## src/hw/rtl/kcc_store.sv

```systemverilog
// ----------------------------------------------------------------------------
// kcc_store
// Coefficient memory for one kernel: one write port, one registered read port.
// ----------------------------------------------------------------------------
module kcc_store #(
  parameter int DEPTH = 81
) (
  input  logic                                    clk,
  input  logic                                    wr_en,
  input  logic [(DEPTH > 1 ? $clog2(DEPTH) : 1)-1:0] wr_addr,
  input  logic [15:0]                             wr_data,
  input  logic [(DEPTH > 1 ? $clog2(DEPTH) : 1)-1:0] rd_addr,
  output logic [15:0]                             rd_data
);

  logic [15:0] mem [DEPTH];

  always_ff @(posedge clk) begin
    if (wr_en) begin
      mem[wr_addr] <= wr_data;
    end
    rd_data <= mem[rd_addr];
  end

endmodule

```

## config.mk

```make
export PLATFORM = sky130hd
export DESIGN_NAME = kcc_store
export DESIGN_NICKNAME = d
export VERILOG_FILES = /design/src/hw/rtl/kcc_store.sv
export SDC_FILE = /design/constraint.sdc
export NUM_CORES = 1
export LEC_CHECK = 0
export BUFFER_PORTS_ARGS = -buffer_cell sky130_fd_sc_hd__buf_2
export CAP_MARGIN = 20
export CORE_MARGIN = 1.5
export CORE_UTILIZATION = 40
export DETAILED_ROUTE_END_ITERATION = 8
export HOLD_SLACK_MARGIN = 0.05
export MAX_ROUTING_LAYER = met4
export PLACE_DENSITY_LB_ADDON = 0.08
export REMOVE_ABC_BUFFERS = 1
export SYNTH_ARGS = -nofsm -noshare
export SYNTH_HDL_FRONTEND = slang
export SYNTH_SLANG_ARGS = --single-unit
```

## constraint.sdc

```tcl
create_clock -name clk -period 2.55 [get_ports clk]
set_input_delay 0.1275 -clock clk [delete_from_list [all_inputs] [get_ports clk]]
set_output_delay 0.1275 -clock clk [all_outputs]
set_load 0.05 [all_outputs]
```

==> metrics.txt <==
TritonCTS Buffers 142; Post-Route WL 132000 um; gr ovfl total 0; drt initial violations 2431; GP Congestion 0.785; unrepaired setup endpoints after global routing no; first-pass GRT wire length 188000 um; Die Footprint 0.127 mm^2; io pins 48; Power Total 45.8 mW; Cell Count, Final, Fillers Out 4288; Final Hold Fails 0; post-route minimum period 2260 ps; Post-synth top flop edfxtp_1; Rel. slew slack 0.297; Post-Place Setup Slack -217 ps; max-slew violation count 0; async set or reset register ratio after synthesis 0; Yosys warning total 0; status complete, but fails checks; failing checks design-rule violations; most common cell after layout, fill and taps aside edfxtp_1; Tot GR Track Use 0.219; DP Cell Count 3999; dpl hpwl 78100 um; Avg Cell Area, Syn 23.1 um^2; synthesis-stage register bit count 1312; CTS Hold Bufs 16; Clk Latency, worst-skew pair 760 ps; die width 356 um; peak supply drop 0.677 mV; PwrDens 778 mW/mm^2; Post-CTS Setup Bufs 0; core area 0.124 mm^2; vias per inst 5.58; Layout Nets 2554; PortBufs 47; post-cts repair resize count 0; worst reg2reg path depth 6; Fill cells 10.1k; Critical Path Start wr_addr[6]; Vias 23.9k; vias in the first global route 24.8k; starting density of the core 0.404; FF-to-FF setup slack 350 ps; Worst-Margin Slew 1050 ps; RR Endpoint rd_data[7]$_DFF_P_; initial antenna violation count 9; worst setup path category in -> reg; RR Startpoint mem[61][7]$_DFFE_PP_; CTS tree built; Fin Setup TNS 0 ps; setup violators final 0; Seq/Total Area, Yosys 0.785; largest net degree at the start of global routing 82; Clock transition at path regs 60 ps; worst hold slack 45.4 ps; Die H 356 um; root buffer cell clkbuf_16; max-cap viol count 0; cell row count 129; most frequent cells in the layout 1296 x edfxtp_1, 335 x mux4_2, 234 x buf_4, 146 x clkbuf_16, 89 x mux2i_1; Synth Instances 2166; Longest Clk Path Bufs 3; number of flops mapped to enable cells by yosys 1296; number of remaining DRC errors 9; Final period util 0.886; Syn-to-layout area delta 17.9%; Critical Path AT 2690 ps; Setup crit end kind flop; CTS sink count 1312; Max Freq 442 MHz; drt wl/cell 30.8 um; final worst slack 290 ps; CP Max Fanout 16; Routed Antenna Nets 0; CTS H-Tree Depth 4; Synth cell types 35; Worst Setup EP mem[32][6]$_DFFE_PP_; clk_skew 22.5 ps; Hold Crit Class in -> reg; share of layout cells above drive strength 1 0.338; P_leak 18.8 nW; Req. time, crit path 2980 ps; Mapped Area 0.0500 mm^2; drt first pass iters 7; startpoint type of the worst setup path input pin
worst min path at each step:
stage,endpoint,cells after the start,startpoint
final,mem[21][10]$_DFFE_PP_,1,wr_data[10]
after CTS,mem[66][6]$_DFFE_PP_,1,wr_data[6]
after global routing,mem[21][10]$_DFFE_PP_,1,wr_data[10]
after floorplan,mem[0][0]$_DFFE_PP_,0,wr_data[0]
after detailed placement,rd_data[13]$_DFF_P_,2,mem[80][13]$_DFFE_PP_
after global placement,rd_data[15]$_DFF_P_,2,mem[80][15]$_DFFE_PP_
routing by layer:
| layer | routed length [um] | track usage | up-vias |
|---|---|---|---|
| li1 | - | - | 10003 |
| met1 | 59200 | 0.310 | 13136 |
| met2 | 62400 | 0.330 | 648 |
| met3 | 8480 | 0.0434 | 158 |
| met4 | 2180 | 0.0495 | 0 |
| met5 | 0 | - | - |
sequential cells by signal, indices dropped and copies added (netlist names):
register / cells
mem: 1296
rd_data: 16
cell families (layout without fill, tap and decap cells):
family	Yosys count	after routing	synth area share
AO/OA/AOI/OAI	116	116	0.0157
buffers and inverters	116	591	0.0115
flip-flops	1312	1312	0.785
multiplexers	429	429	0.170
other	0	10	0
AND/OR/NAND/NOR	193	193	0.0179
critical path, cell delays in order:
cell and delay [ps]:
dlygate4sd3_1 620, buf_2 180, nor2b_1 290, nand3_1 350, nor4_2 230, dlygate4sd3_1 580
buf_4 280
Yosys cell counts, types with 12 or more instances:
| cell type | instances | share of area |
|---|---|---|
| edfxtp_1 | 1296 | 0.78 |
| mux4_2 | 335 | 0.15 |
| mux2i_1 | 89 | 0.018 |
| nor2_1 | 85 | 0.0064 |
| clkbuf_1 | 48 | 0.0036 |
| o22ai_1 | 43 | 0.0054 |
| buf_2 | 41 | 0.0041 |
| nand3_1 | 35 | 0.0035 |
| a211oi_1 | 25 | 0.0038 |
| nand2_1 | 24 | 0.0018 |
| o21ai_0 | 19 | 0.0019 |
| a22oi_1 | 16 | 0.0024 |
| dfxtp_1 | 16 | 0.0064 |
| nor3_1 | 12 | 0.0012 |
report_power, final:
group          switching (mW)  internal, mW  total [mW]
registers              0.0638          23.8        23.9
clock network            8.31          11.2        19.5
logic                    1.52         0.966        2.48
total                    9.89          35.9        45.8
metrics by stage:
stage / cell area (um^2) / utilization
floorplan: 49400 / -
global placement: 54300 / 0.439
detailed placement: 54300 / 0.439
CTS: 58900 / 0.476
global route: 58900 / 0.476
finish: 58900 / 0.476
area by class of cell:
type / instances / area [um^2] / area share
flip-flops and latches: 1312 / 39200 / 0.666
multi-input cells: 738 / 10300 / 0.175
clock buffers: 199 / 3870 / 0.0657
repair buffers: 328 / 2900 / 0.0492
well taps: 1637 / 2050 / 0.0348
clock inverters: 64 / 520 / 0.00883
diodes: 10 / 25.0 / 0.000425
Power figures use the tool's default switching activity.
