`config.mk`:
```
export PLATFORM = sky130hd
export DESIGN_NAME = kcc_mul
export DESIGN_NICKNAME = d
export VERILOG_FILES = /design/src/hw/rtl/kcc_mul.sv
export SDC_FILE = /design/constraint.sdc
export NUM_CORES = 2
export LEC_CHECK = 0
export BUFFER_PORTS_ARGS = -buffer_cell sky130_fd_sc_hd__clkbuf_2
export CAP_MARGIN = 15
export CORE_ASPECT_RATIO = 0.9
export CORE_MARGIN = 2
export CORE_UTILIZATION = 30
export CTS_CLUSTER_DIAMETER = 150
export DETAILED_ROUTE_END_ITERATION = 8
export PLACE_DENSITY = 0.47
export SETUP_SLACK_MARGIN = 0.3
export SYNTH_ARGS = -nofsm -noshare
export SYNTH_HDL_FRONTEND = slang
export SYNTH_SLANG_ARGS = --single-unit
```
`constraint.sdc`:
```
create_clock -name clk -period 10.6 [get_ports clk]
set_input_delay 0.53 -clock clk [delete_from_list [all_inputs] [get_ports clk]]
set_output_delay 0.53 -clock clk [all_outputs]
set_load 0.1 [all_outputs]
```
`src/hw/rtl/kcc_mul.sv`:
```
// ----------------------------------------------------------------------------
// kcc_mul
// Shared signed 32x32 multiplier with a registered product.
// ----------------------------------------------------------------------------
module kcc_mul (
  input  logic               clk,
  input  logic signed [31:0] a,
  input  logic signed [31:0] b,
  output logic signed [63:0] p
);

  always_ff @(posedge clk) begin
    p <= a * b;
  end

endmodule

```
==> flow_summary.json <==
{
  "drv_slew": 0,
  "numCtsBuffers": 9,
  "synthCells": 3884,
  "grt_max_degree": 33,
  "synthArstFlopShare_pct": 0,
  "antenna_found_initial": 12,
  "fin_crit_sh_pct": 81.6,
  "io_buffers": 128,
  "rsz0062_at_grt": "false",
  "synth_area_leaders": "fa_1 (58%), inv_1 (9.6%), and2_1 (8.7%)",
  "worst_slew_pin_slew_ns": 1.02,
  "synth_top_area_cell": "fa_1",
  "critical-path-max-stage-delay_ns": 0.78,
  "drc_errors": 0,
  "synth_nets": 5215,
  "die_h_um": 338,
  "maxCapViolCount": 0,
  "drive_gt1_share_pct": 5.33,
  "max_freq_mhz": 116,
  "worst-endpoint-arrival_ns": 9.01,
  "hold_end": "p[0]",
  "ant_nets": 0,
  "cts_buffer_depth": 2,
  "worstHoldStart": "a[0]",
  "io_pins": 129,
  "ys.flop_type": "dfxtp_1",
  "row_count": 122,
  "vias": 24900,
  "period_minus_slack_ns": 8.65,
  "regMostFlops": "p",
  "hold_depth": 2,
  "crit_type": "input port to flop",
  "die_w_um": 375,
  "largest_register_ffs": 64,
  "path_max_fanout": 32,
  "core-area_mm2": 0.123,
  "clock-sinks": 64,
  "setup_viol": 0,
  "grt_pass1_vias": 27900,
  "cts_resized": 0,
  "critPathLaunchType": "input port",
  "ys_types": 63,
  "hpwl_um": 92400,
  "grt_usage_pct": 18.6,
  "cts_tree": "yes",
  "worst-endpoint-required_ns": 10.96,
  "h-tree-depth": 3,
  "areaGrowthSynthToFinish_pct": 6.81,
  "final.setup.tns_ns": 0,
  "die_area_mm2": 0.127,
  "crit_path_frequent_cell": "fa_1",
  "reg_top3": "p (64)",
  "dr.pass1.iters": 5,
  "hold_viol": 0,
  "place_congestion": 0.807,
  "clk_pin_slew_ns": 0.07,
  "totalWireLength_um": 112000,
  "status": "complete, no violations",
  "initial_core_util_pct": 30.3,
  "hold_class": "input port to flop",
  "cp_slowest_cell": "fa_1",
  "root_buffer": "clkbuf_16",
  "layout.nets": 5193,
  "slew_headroom_pct": 32.2,
  "gr-total-overflow": 0,
  "netlist_area_mm2": 0.0372,
  "avgSynthCellArea_um2": 9.59,
  "first_iter_violations": 1221,
  "ys_seq_area_share_pct": 3.44,
  "grt_pass1_wl_um": 177000,
  "wire_per_inst_um": 20.4,
  "via_per_inst": 4.54,
  "yosysWarnings": 0,
  "synth_top_area_share_pct": 58.2,
  "cts_setup_buffers": 0,
  "critPathCaptureType": "flop",
  "synth_edf_count": 0,
  "synth_seq_cells": 64,
  "hold_buffers": 0
}
-- routing by layer --
layer  vias up  GRT usage [%]  wire length [um]
met1     13200           27.3             52700
met5         -              0                57
li1      11000              -                 -
met3        82           4.09              7340
met4        10           3.54              1480
met2       592           28.0             50200
-- worst max-delay path: cells and delay by family --
| kind | cells | cell delay, ns |
|---|---|---|
| and+or+nand+nor | 4 | 0.92 |
| adders and majority gates | 9 | 4.61 |
| xor gates and xnor gates | 1 | 0.16 |
| AOI/OAI and AO/OA | 3 | 0.92 |
| buffers and inverters | 8 | 1.80 |
-- cells by family (layout without fill, tap and decap cells) --
| group | Yosys count | after routing | share of synthesized area [%] |
|---|---|---|---|
| adder cells (fa/ha/maj) | 1266 | 1266 | 64.3 |
| buffers and inverters | 1152 | 1135 | 11.6 |
| other | 0 | 3 | 0 |
| XOR/XNOR | 75 | 75 | 1.76 |
| AO/OA/AOI/OAI | 193 | 193 | 3.46 |
| AND/OR/NAND/NOR | 1134 | 1134 | 15.4 |
| flip-flops | 64 | 64 | 3.44 |
-- final cells by class --
| class | instances | area, um2 |
|---|---|---|
| Sequential cell | 64 | 1280 |
| Fill cell | 12900 | 83300 |
| Timing Repair Buffer | 167 | 933 |
| Tap cell | 1612 | 2020 |
| Clock inverter | 6 | 92.6 |
| Antenna cell | 3 | 7.51 |
| Clock buffer | 10 | 239 |
| Inverter | 952 | 3570 |
| Multi-Input combinational cell | 2668 | 31600 |
-- stage by stage --
stage          hold WS, ns  util (%)  area, um2  cells  worst slack, ns
6_report             0.909      32.3      39800   5482             1.95
5_1_grt              0.936      32.3      39800   5480             1.41
4_1_cts              0.892      32.3      39800   5479             1.89
3_5_place_dp          1.16      32.1      39400   5463             1.46
3_3_place_gp          1.16      32.1      39400   5463             1.50
2_1_floorplan        0.657         -      37200   3884             2.81
-- worst max-delay path by stage --
stage | startpoint | to | slack (ns)
final | b[5] | p[62] | 1.95
after global routing | b[5] | p[62] | 1.41
after CTS | b[5] | p[62] | 1.89
after detailed placement | b[5] | p[62] | 1.46
after global placement | b[5] | p[62] | 1.50
after floorplan | b[2] | p[62] | 2.81
-- synth_stat cells (all sizes together), types with 3 or more instances --
cell type / instances
and4: 4
xor2: 22
clkbuf: 195
nor2b: 3
nand3: 15
nor3: 7
a21boi: 3
o211ai: 3
fa: 1082
ha: 184
nand2: 511
or3: 5
a211oi: 8
inv: 952
a21o: 25
o21bai: 15
a31oi: 13
and3: 9
o31ai: 7
o21a: 4
and2: 516
nor2: 42
nand4: 7
buf: 5
xnor2: 53
nand2b: 9
a21oi: 68
dfxtp: 64
o21ai: 31
-- placed cells by master (no fill, tap or decap), types with 4 or more instances in the layout --
master	Yosys	final
a211oi_1	4	4
a21o_1	23	23
a21oi_1	68	68
a31oi_1	12	12
and2_1	516	516
and3_1	7	7
buf_4	0	39
clkbuf_16	0	9
clkbuf_2	0	128
dfxtp_1	64	64
fa_1	1082	1082
ha_1	184	184
inv_1	952	952
nand2_1	511	511
nand2b_1	9	9
nand3_1	15	15
nand4_1	7	7
nor2_1	42	42
nor3_1	6	6
o21a_1	4	4
o21ai_0	28	28
o21bai_1	15	15
o31ai_1	6	6
or3_1	4	4
xnor2_1	53	53
xor2_1	22	22
Power is not shown: default switching activity piles up to over one toggle a cycle in this logic, so the estimate is an artifact.
