==> src/hw/rtl/kcc_pkg.sv <==
// ----------------------------------------------------------------------------
// kcc_pkg
// Shared types, command codes, register indexes and saturation helper for the
// kernel composition convolver.
// ----------------------------------------------------------------------------
package kcc_pkg;

  localparam logic [1:0] CMD_LOAD_FIRST  = 2'd0;
  localparam logic [1:0] CMD_LOAD_SECOND = 2'd1;
  localparam logic [1:0] CMD_QUERY       = 2'd2;

  localparam logic [2:0] CFG_FIRST_SIZE    = 3'd0;
  localparam logic [2:0] CFG_SECOND_SIZE   = 3'd1;
  localparam logic [2:0] CFG_FIRST_FACTOR  = 3'd2;
  localparam logic [2:0] CFG_FIRST_BIAS    = 3'd3;
  localparam logic [2:0] CFG_SECOND_FACTOR = 3'd4;
  localparam logic [2:0] CFG_SECOND_BIAS   = 3'd5;

  localparam logic signed [31:0] SAT_MAX = 32'sh7fff_ffff;
  localparam logic signed [31:0] SAT_MIN = 32'sh8000_0000;
  localparam logic signed [31:0] FACTOR_ONE = 32'sh0100_0000;

  typedef struct packed {
    logic [1:0]         cmd;
    logic [4:0]         row;
    logic [4:0]         col;
    logic signed [15:0] value;
  } in_t;

  typedef struct packed {
    logic signed [31:0] coefficient;
    logic               outside;
    logic [4:0]         composed_size;
    logic signed [31:0] composed_factor;
    logic signed [31:0] composed_bias;
  } out_t;

  typedef struct packed {
    logic [3:0]         first_size;
    logic [3:0]         second_size;
    logic signed [31:0] first_factor;
    logic signed [31:0] first_bias;
    logic signed [31:0] second_factor;
    logic signed [31:0] second_bias;
  } cfg_t;

  typedef enum logic [2:0] {
    ST_IDLE,
    ST_FACTOR,
    ST_BIAS,
    ST_CONV,
    ST_DRAIN,
    ST_DONE
  } state_t;

  typedef enum logic [1:0] {
    OP_NONE,
    OP_FACTOR,
    OP_BIAS,
    OP_COEF
  } op_t;

  function automatic logic signed [31:0] sat41(input logic signed [40:0] v);
    logic fits;
    fits = (&v[40:31]) | ~(|v[40:31]);
    if (fits) begin
      return v[31:0];
    end else if (v[40]) begin
      return SAT_MIN;
    end else begin
      return SAT_MAX;
    end
  endfunction

endpackage

==> src/hw/rtl/kcc_ctrl.sv <==
// ----------------------------------------------------------------------------
// kcc_ctrl
// Sequencer for loads and queries: walks the first kernel window, feeds the
// shared multiplier, accumulates and holds the result register.
// ----------------------------------------------------------------------------
module kcc_ctrl #(
  parameter int SIDE = 9
) (
  input  logic                                          clk,
  input  logic                                          rst,
  input  kcc_pkg::cfg_t                                 cfg,
  input  logic                                          in_valid,
  output logic                                          in_stall,
  input  kcc_pkg::in_t                                  in_data,
  output logic                                          out_valid,
  input  logic                                          out_stall,
  output kcc_pkg::out_t                                 out_data,
  output logic                                          first_wr_en,
  output logic                                          second_wr_en,
  output logic [(SIDE*SIDE > 1 ? $clog2(SIDE*SIDE) : 1)-1:0] wr_addr,
  output logic [(SIDE*SIDE > 1 ? $clog2(SIDE*SIDE) : 1)-1:0] first_rd_addr,
  output logic [(SIDE*SIDE > 1 ? $clog2(SIDE*SIDE) : 1)-1:0] second_rd_addr,
  input  logic [15:0]                                   first_rd_data,
  input  logic [15:0]                                   second_rd_data,
  output logic signed [31:0]                            mul_a,
  output logic signed [31:0]                            mul_b,
  input  logic signed [63:0]                            mul_p
);

  import kcc_pkg::*;

  localparam int DEPTH = SIDE * SIDE;
  localparam int AW    = DEPTH > 1 ? $clog2(DEPTH) : 1;
  localparam int IW    = SIDE > 1 ? $clog2(SIDE) : 1;
  localparam int ACC_W = 32 + AW + 1;
  localparam logic [AW-1:0] SIDE_A = AW'(SIDE);
  localparam logic [4:0]    SIDE_5 = 5'(SIDE);

  state_t state, state_next;
  op_t    issue_op, tag1, tag2;

  logic [4:0] s1, s2, n;
  logic       accept, out_load, last_pos;
  logic       load_ok;

  logic [4:0] q_row, q_col;
  logic       q_outside;
  logic [IW-1:0] fi, fj;

  logic [5:0] dr, dc;
  logic       overlap;

  logic signed [31:0] opnd_a, opnd_b;
  logic signed [ACC_W-1:0] acc, acc_sh;
  logic [ACC_W-32:0]       acc_hi;
  logic signed [31:0]      coef_sat;
  logic signed [31:0]      cf, cb;

  // effective sizes
  always_comb begin
    priority if (cfg.first_size == 4'd0) begin
      s1 = 5'd1;
    end else if ({1'b0, cfg.first_size} > SIDE_5) begin
      s1 = SIDE_5;
    end else begin
      s1 = {1'b0, cfg.first_size};
    end
    priority if (cfg.second_size == 4'd0) begin
      s2 = 5'd1;
    end else if ({1'b0, cfg.second_size} > SIDE_5) begin
      s2 = SIDE_5;
    end else begin
      s2 = {1'b0, cfg.second_size};
    end
  end

  assign n      = s1 + s2 - 5'd1;
  assign accept = in_valid && !in_stall;

  // store writes on load transfers
  always_comb begin
    load_ok = 1'b0;
    if (in_data.cmd == CMD_LOAD_FIRST) begin
      load_ok = (in_data.row < s1) && (in_data.col < s1);
    end else if (in_data.cmd == CMD_LOAD_SECOND) begin
      load_ok = (in_data.row < s2) && (in_data.col < s2);
    end
  end

  assign first_wr_en  = accept && load_ok && (in_data.cmd == CMD_LOAD_FIRST);
  assign second_wr_en = accept && load_ok && (in_data.cmd == CMD_LOAD_SECOND);
  assign wr_addr      = AW'(in_data.row) * SIDE_A + AW'(in_data.col);

  // overlap window
  assign dr       = {1'b0, q_row} - 6'(fi);
  assign dc       = {1'b0, q_col} - 6'(fj);
  assign overlap  = !dr[5] && !dc[5] && (dr[4:0] < s2) && (dc[4:0] < s2);
  assign last_pos = (5'(fi) == s1 - 5'd1) && (5'(fj) == s1 - 5'd1);

  assign first_rd_addr  = AW'(fi) * SIDE_A + AW'(fj);
  assign second_rd_addr = overlap ? AW'(dr[4:0]) * SIDE_A + AW'(dc[4:0]) : '0;

  // multiplier operands
  always_comb begin
    if (tag1 == OP_COEF) begin
      mul_a = 32'(signed'(first_rd_data));
      mul_b = 32'(signed'(second_rd_data));
    end else begin
      mul_a = opnd_a;
      mul_b = opnd_b;
    end
  end

  // next state
  always_comb begin
    state_next = state;
    unique case (state)
      ST_IDLE: begin
        if (accept && in_data.cmd == CMD_QUERY) begin
          state_next = ST_FACTOR;
        end
      end
      ST_FACTOR: state_next = ST_BIAS;
      ST_BIAS:   state_next = q_outside ? ST_DRAIN : ST_CONV;
      ST_CONV: begin
        if (last_pos) begin
          state_next = ST_DRAIN;
        end
      end
      ST_DRAIN: begin
        if (tag1 == OP_NONE && tag2 == OP_NONE) begin
          state_next = ST_DONE;
        end
      end
      ST_DONE: begin
        if (!out_valid || !out_stall) begin
          state_next = ST_IDLE;
        end
      end
      default: state_next = ST_IDLE;
    endcase
  end

  // outputs
  always_comb begin
    issue_op = OP_NONE;
    out_load = 1'b0;
    in_stall = 1'b1;
    unique case (state)
      ST_IDLE:   in_stall = 1'b0;
      ST_FACTOR: issue_op = OP_FACTOR;
      ST_BIAS:   issue_op = OP_BIAS;
      ST_CONV:   issue_op = overlap ? OP_COEF : OP_NONE;
      ST_DRAIN:  issue_op = OP_NONE;
      ST_DONE:   out_load = !out_valid || !out_stall;
      default:   issue_op = OP_NONE;
    endcase
  end

  // result saturation
  assign acc_sh   = acc >>> 8;
  assign acc_hi   = acc_sh[ACC_W-1:31];
  assign coef_sat = ((&acc_hi) | ~(|acc_hi)) ? acc_sh[31:0]
                  : (acc_sh[ACC_W-1] ? SAT_MIN : SAT_MAX);

  always_ff @(posedge clk) begin
    if (rst) begin
      state     <= ST_IDLE;
      tag1      <= OP_NONE;
      tag2      <= OP_NONE;
      out_valid <= 1'b0;
    end else begin
      state <= state_next;
      tag1  <= issue_op;
      tag2  <= tag1;
      if (out_load) begin
        out_valid <= 1'b1;
      end else if (!out_stall) begin
        out_valid <= 1'b0;
      end
    end
  end

  always_ff @(posedge clk) begin
    if (accept && in_data.cmd == CMD_QUERY) begin
      q_row     <= in_data.row;
      q_col     <= in_data.col;
      q_outside <= (in_data.row >= n) || (in_data.col >= n);
      fi        <= '0;
      fj        <= '0;
    end else if (state == ST_CONV) begin
      if (5'(fj) == s1 - 5'd1) begin
        fj <= '0;
        fi <= fi + IW'(1);
      end else begin
        fj <= fj + IW'(1);
      end
    end

    unique case (issue_op)
      OP_FACTOR: begin
        opnd_a <= cfg.first_factor;
        opnd_b <= cfg.second_factor;
      end
      OP_BIAS: begin
        opnd_a <= cfg.first_bias;
        opnd_b <= cfg.second_factor;
      end
      default: begin
        opnd_a <= opnd_a;
        opnd_b <= opnd_b;
      end
    endcase

    if (accept && in_data.cmd == CMD_QUERY) begin
      acc <= '0;
    end else begin
      unique case (tag2)
        OP_FACTOR: cf  <= sat41({mul_p[63], mul_p[63:24]});
        OP_BIAS:   cb  <= sat41({mul_p[63], mul_p[63:24]}
                                + {{9{cfg.second_bias[31]}}, cfg.second_bias});
        OP_COEF:   acc <= acc + mul_p[ACC_W-1:0];
        default:   acc <= acc;
      endcase
    end

    if (out_load) begin
      out_data.coefficient     <= q_outside ? 32'sd0 : coef_sat;
      out_data.outside         <= q_outside;
      out_data.composed_size   <= n;
      out_data.composed_factor <= cf;
      out_data.composed_bias   <= cb;
    end
  end

endmodule

==> config.mk <==
export PLATFORM = sky130hd
export DESIGN_NAME = kcc_ctrl
export DESIGN_NICKNAME = d
export VERILOG_FILES = /design/src/hw/rtl/kcc_pkg.sv /design/src/hw/rtl/kcc_ctrl.sv
export SDC_FILE = /design/constraint.sdc
export NUM_CORES = 1
export LEC_CHECK = 0
export ABC_AREA = 1
export BUFFER_PORTS_ARGS = -buffer_cell sky130_fd_sc_hd__buf_2
export CELL_PAD_IN_SITES_DETAIL_PLACEMENT = 1
export CELL_PAD_IN_SITES_GLOBAL_PLACEMENT = 1
export CORE_AREA = 5 5 252 205
export CTS_CLUSTER_DIAMETER = 30
export DETAILED_ROUTE_END_ITERATION = 6
export DIE_AREA = 0 0 257 210
export PLACE_DENSITY_LB_ADDON = 0.1
export SLEW_MARGIN = 5
export SYNTH_ARGS = -nofsm -noshare
export SYNTH_HDL_FRONTEND = slang
export SYNTH_SLANG_ARGS = --single-unit
==> constraint.sdc <==
create_clock -name clk -period 8.02 [get_ports clk]
set_input_delay 0.802 -clock clk [delete_from_list [all_inputs] [get_ports clk]]
set_output_delay 0.802 -clock clk [all_outputs]
set_load 0.01 [all_outputs]
==> results.md <==
- The number of resized instances in the post-cts repair step is 0.
- The via count of the first global-routing pass came to ~19000.
- In the final timing run, aggregate negative setup slack is 0 ns.
- Synthesis produced a netlist whose cell count is 2368.
- Along the worst path, the maximum fanout reaches 6.
- The area of the multi-input gates is 9390 um^2.
- The first global-routing pass estimated between 100000 and 150000 um of wire.
- The clock reaches the later pin of the worst-skew pair after roughly 0.60 ns.
- The tree is rooted in a clkbuf_16.
- In this run the most critical hold path is launched from cfg[43].
- The total via count after detailed routing is around 18000.
- The number of antenna violations at the first check in global routing is 17.
- The number of post-CTS setup repair buffers is 0.
- By startpoint and endpoint, the worst setup path is classified as reg2out.
- The flow ran to the end, and the final reports show no timing, DRC or antenna violations.
- Across the VDD grid, the largest voltage drop is 186 uV.
- The setup slack on the worst flop-to-flop path is about 3.8 ns.
- The total clock buffers created by CTS is 67.
- Prior to clock tree synthesis, the placed netlist has a worst setup slack of between 3 and 4 ns.
- The clock-pin transition on the worst setup and hold timing paths is about 0.040 ns.
- The register bit count reported by yosys is slightly below 300.
- The count of pins on the block boundary is ~460.
- The number of failing hold endpoints at the final stage is 0.
- In this run the power density over the cells is between 200 and 300 nW/um^2.
- The vias per cell is roughly 5.
- The placeable core region is a little under 50000 um^2.
- The area added between synthesis and finish is 28.0%.
- The type of the most critical hold path is in2reg.
- The kind of end point of the critical path is a primary output.
- The area occupied by registers is roughly 8400 um^2.
- Derived from the worst setup path, the maximum achievable clock frequency is approximately 200 MHz.
- Ranked by instance count, the synthesized netlist is headed by nand2_1 (716), inv_1 (345), edfxtp_1 (241).
- The count of endpoints failing setup in the final report is 0.
- In the finished design, the share of the clock period the worst path needs comes to between 60 and 70%.
- The final weighted congestion of routability-driven global placement is 0.917.
- TritonCTS built the clock tree.
- The post-detailed-route wirelength per cell is 19.5 um.
- Of the cells placed in the final design, the portion with a size suffix greater than 1 is 22.0%.
- After synthesis the cells add up to approximately 19000 um^2.
- Along the worst hold path, the cell count comes to 1.
- For the worst setup path, the data required time is approximately 7.2 ns.
- Summed over its instances, the top area cell type makes up a little under two fifths of the synthesized netlist area.
- Dividing the synthesized area by the synthesized cell count gives around 8.1 um^2.
- The max-slew violation total from the final report is 0.
- After synthesis, flip-flops and latches occupy a little over two fifths of the total area.
- Summed over all layers, the global routing overflow is 0.
- The length in cells of the worst reg-to-reg path is 14.
- The most critical setup path has its endpoint at second_rd_addr[6].
- The number of rows created at floorplan is 73.
- The post-synthesis cell type with the largest combined area is edfxtp_1.
- In this run the horizontal extent of the chip is approximately 260 um.
- Between clock sinks in the finished design, the worst skew comes to 0.0209 ns.
- The detailed-route DRC error count is 0.
- The area of the die is 54000 um^2.
- The slew at the pin closest to its max-slew limit is 1.06 ns.
- The number of warnings reported in the yosys synthesis log is 0.
- The placed wire-length estimate after detailed placement is about 55000 um.
- The number of flops mapped to enable cells by yosys is 241.
- The tool flagged a number of max-cap violations equal to 0.
- The worst-case headroom to the max-slew limit is about 30%.
- The maximum buffer depth of the clock tree is 3.
- The final layout contains around 3300 nets.
- The minimum clock period is around 4.9 ns.
- The fraction of registers with async set/reset is 0%.
- The main flop type after synthesis is edfxtp_1.
- For this run, the total global-route usage over all layers was measured as 24.8%.
- The first routing iteration left slightly below 900 violations.
- The number of library cell types mapped by synthesis is 48.
- The die is roughly 210 um tall.
- Once routing completed, OpenROAD measured the worst setup slack at 3.13 ns.
- Entering global routing, the biggest net connects between 60 and 70 pins.
- The depth of the CTS H-tree is 3.
- The sort of element at the start of the critical path is a register.
- The first TritonRoute pass finished after 5 iterations.
- The number of buffers inserted by port buffering is roughly 440.
- Setup repair after global routing left no endpoint under its margin.
- The post-cts hold buffer count is 0.
- The leakage component of the power is 12.2 nW.
- The total detailed-routing wirelength is ~69000 um.
- Ranked by total cell area, the synthesized netlist is headed by edfxtp_1 (38%), nand2_1 (14%), ha_1 (10%).
- Fill cells in the final layout number about 6000.
- Once detail routing completed, the nets flagged for antenna violations numbered 0.
- The CTS sink count is 297.
- Data arrives at the worst endpoint at a little over 4 ns.
- The endpoint identified for the worst register-to-register timing path is opnd_b[18].
- The beginning of the critical path is fi[0].
- The reg-to-reg critical path startpoint is fj[0].
- Yosys instantiated no cell more often than nand2_1.
- The starting density of the core is between 30 and 40%.
- The synthesized netlist net count is roughly 2800.
==> cells in the final DEF (no fill, tap or decap), types with 4 or more instances in the layout <==
master / Yosys / layout
clkinv_1: 2 / 7
o21ai_0: 84 / 83
a21oi_1: 146 / 145
xnor2_1: 28 / 28
nor2_1: 222 / 222
nor4_1: 8 / 8
clkbuf_16: 0 / 68
nand4_1: 17 / 17
dfxtp_1: 56 / 56
or2_2: 5 / 5
ha_1: 157 / 157
xor2_1: 57 / 57
nand3_2: 8 / 8
nand2_1: 716 / 715
inv_1: 345 / 344
nor3_1: 21 / 19
buf_2: 0 / 438
fa_1: 10 / 10
nor2_2: 7 / 7
o21bai_1: 15 / 15
mux2_2: 32 / 32
edfxtp_1: 241 / 241
bufinv_16: 0 / 14
clkinv_4: 0 / 6
clkinv_2: 0 / 7
a21boi_0: 4 / 4
nand2_2: 8 / 9
clkinvlp_4: 0 / 8
a21o_1: 10 / 10
inv_6: 0 / 6
buf_4: 0 / 12
diode_2: 0 / 6
o21a_1: 5 / 5
o211ai_1: 6 / 6
nand3_1: 68 / 68
a31oi_1: 17 / 17
==> sequential cells by signal, indices dropped and copies added, names as in the netlist <==
signal     count
acc           40
cb            32
cf            32
fi             4
fj             4
opnd_a        32
opnd_b        32
out_data     102
out_valid      1
q_col          5
q_outside      1
q_row          5
state          3
tag1           2
tag2           2
==> per-layer routing <==
layer	GRT usage (%)	vias to the layer above	wire (um)	part of all wire (%)
met5	0	-	113	0.16
met3	6.92	127	4620	6.7
met2	41.7	466	31800	46
met4	7.20	20	1940	2.8
li1	-	8705	-	-
met1	31.5	8460	30400	44
==> critical path, stage by stage, from the launching register on <==
cell and delay [ns]:
dfxtp_1 0.45, ha_1 0.20, inv_1 0.06, fa_1 0.40
a21oi_1 0.13, o21ai_0 0.11, xor2_1 0.19, ha_1 0.30
inv_1 0.05, fa_1 0.50, inv_1 0.04, ha_1 0.31
o21ai_0 0.12, nand2_1 0.09, a21oi_1 0.16, xor2_1 0.17
nor2_1 0.07, buf_2 0.14
==> power by group <==
| group | internal (mW) | switching [mW] | total (mW) | leakage, nW |
|---|---|---|---|---|
| logic | 0.475 | 0.831 | 1.31 | 8.36 |
| registers | 1.84 | 0.0494 | 1.89 | 2.65 |
| clock network | 2.04 | 0.965 | 3.00 | 1.18 |
==> through the flow <==
stage / total power, mW / area (um^2) / instances / util (%) / hold slack [ns]
floorplan: 2.73 / 19200 / 2368 / - / 0.400
global placement: 3.16 / 22100 / 3410 / 45.2 / 0.401
detailed placement: 3.21 / 22100 / 3410 / 45.2 / 0.407
CTS: 6.26 / 24600 / 3533 / 50.3 / 0.345
global route: 6.50 / 24600 / 3537 / 50.3 / 0.355
finish: 6.19 / 24600 / 3539 / 50.3 / 0.384
==> layout make-up <==
type | instances | area share, %
Sequential cell | 297 | 33.9
Clock inverter | 52 | 3.06
Clock buffer | 71 | 7.00
Inverter | 349 | 5.32
Multi-Input combinational cell | 1677 | 38.1
Timing Repair Buffer | 450 | 9.27
Antenna cell | 6 | 0.0610
Tap cell | 637 | 3.24
==> cell families after synthesis <==
group,synth area share (%)
muxes,1.87
AOI/OAI and AO/OA,8.63
adders and majority gates,11.3
buffers and inverters,7.92
xor gates and xnor gates,3.87
DFF,43.4
and+or+nand+nor,23.0
==> worst min path at each step <==
stage / end / slack, ns
CTS: opnd_b[11] / 0.34
finish: opnd_b[11] / 0.38
detailed placement: out_data[47] / 0.41
global placement: out_data[41] / 0.40
floorplan: out_data[0] / 0.40
global route: opnd_b[21] / 0.36
Note: power is estimated with default switching activity, not from simulation.
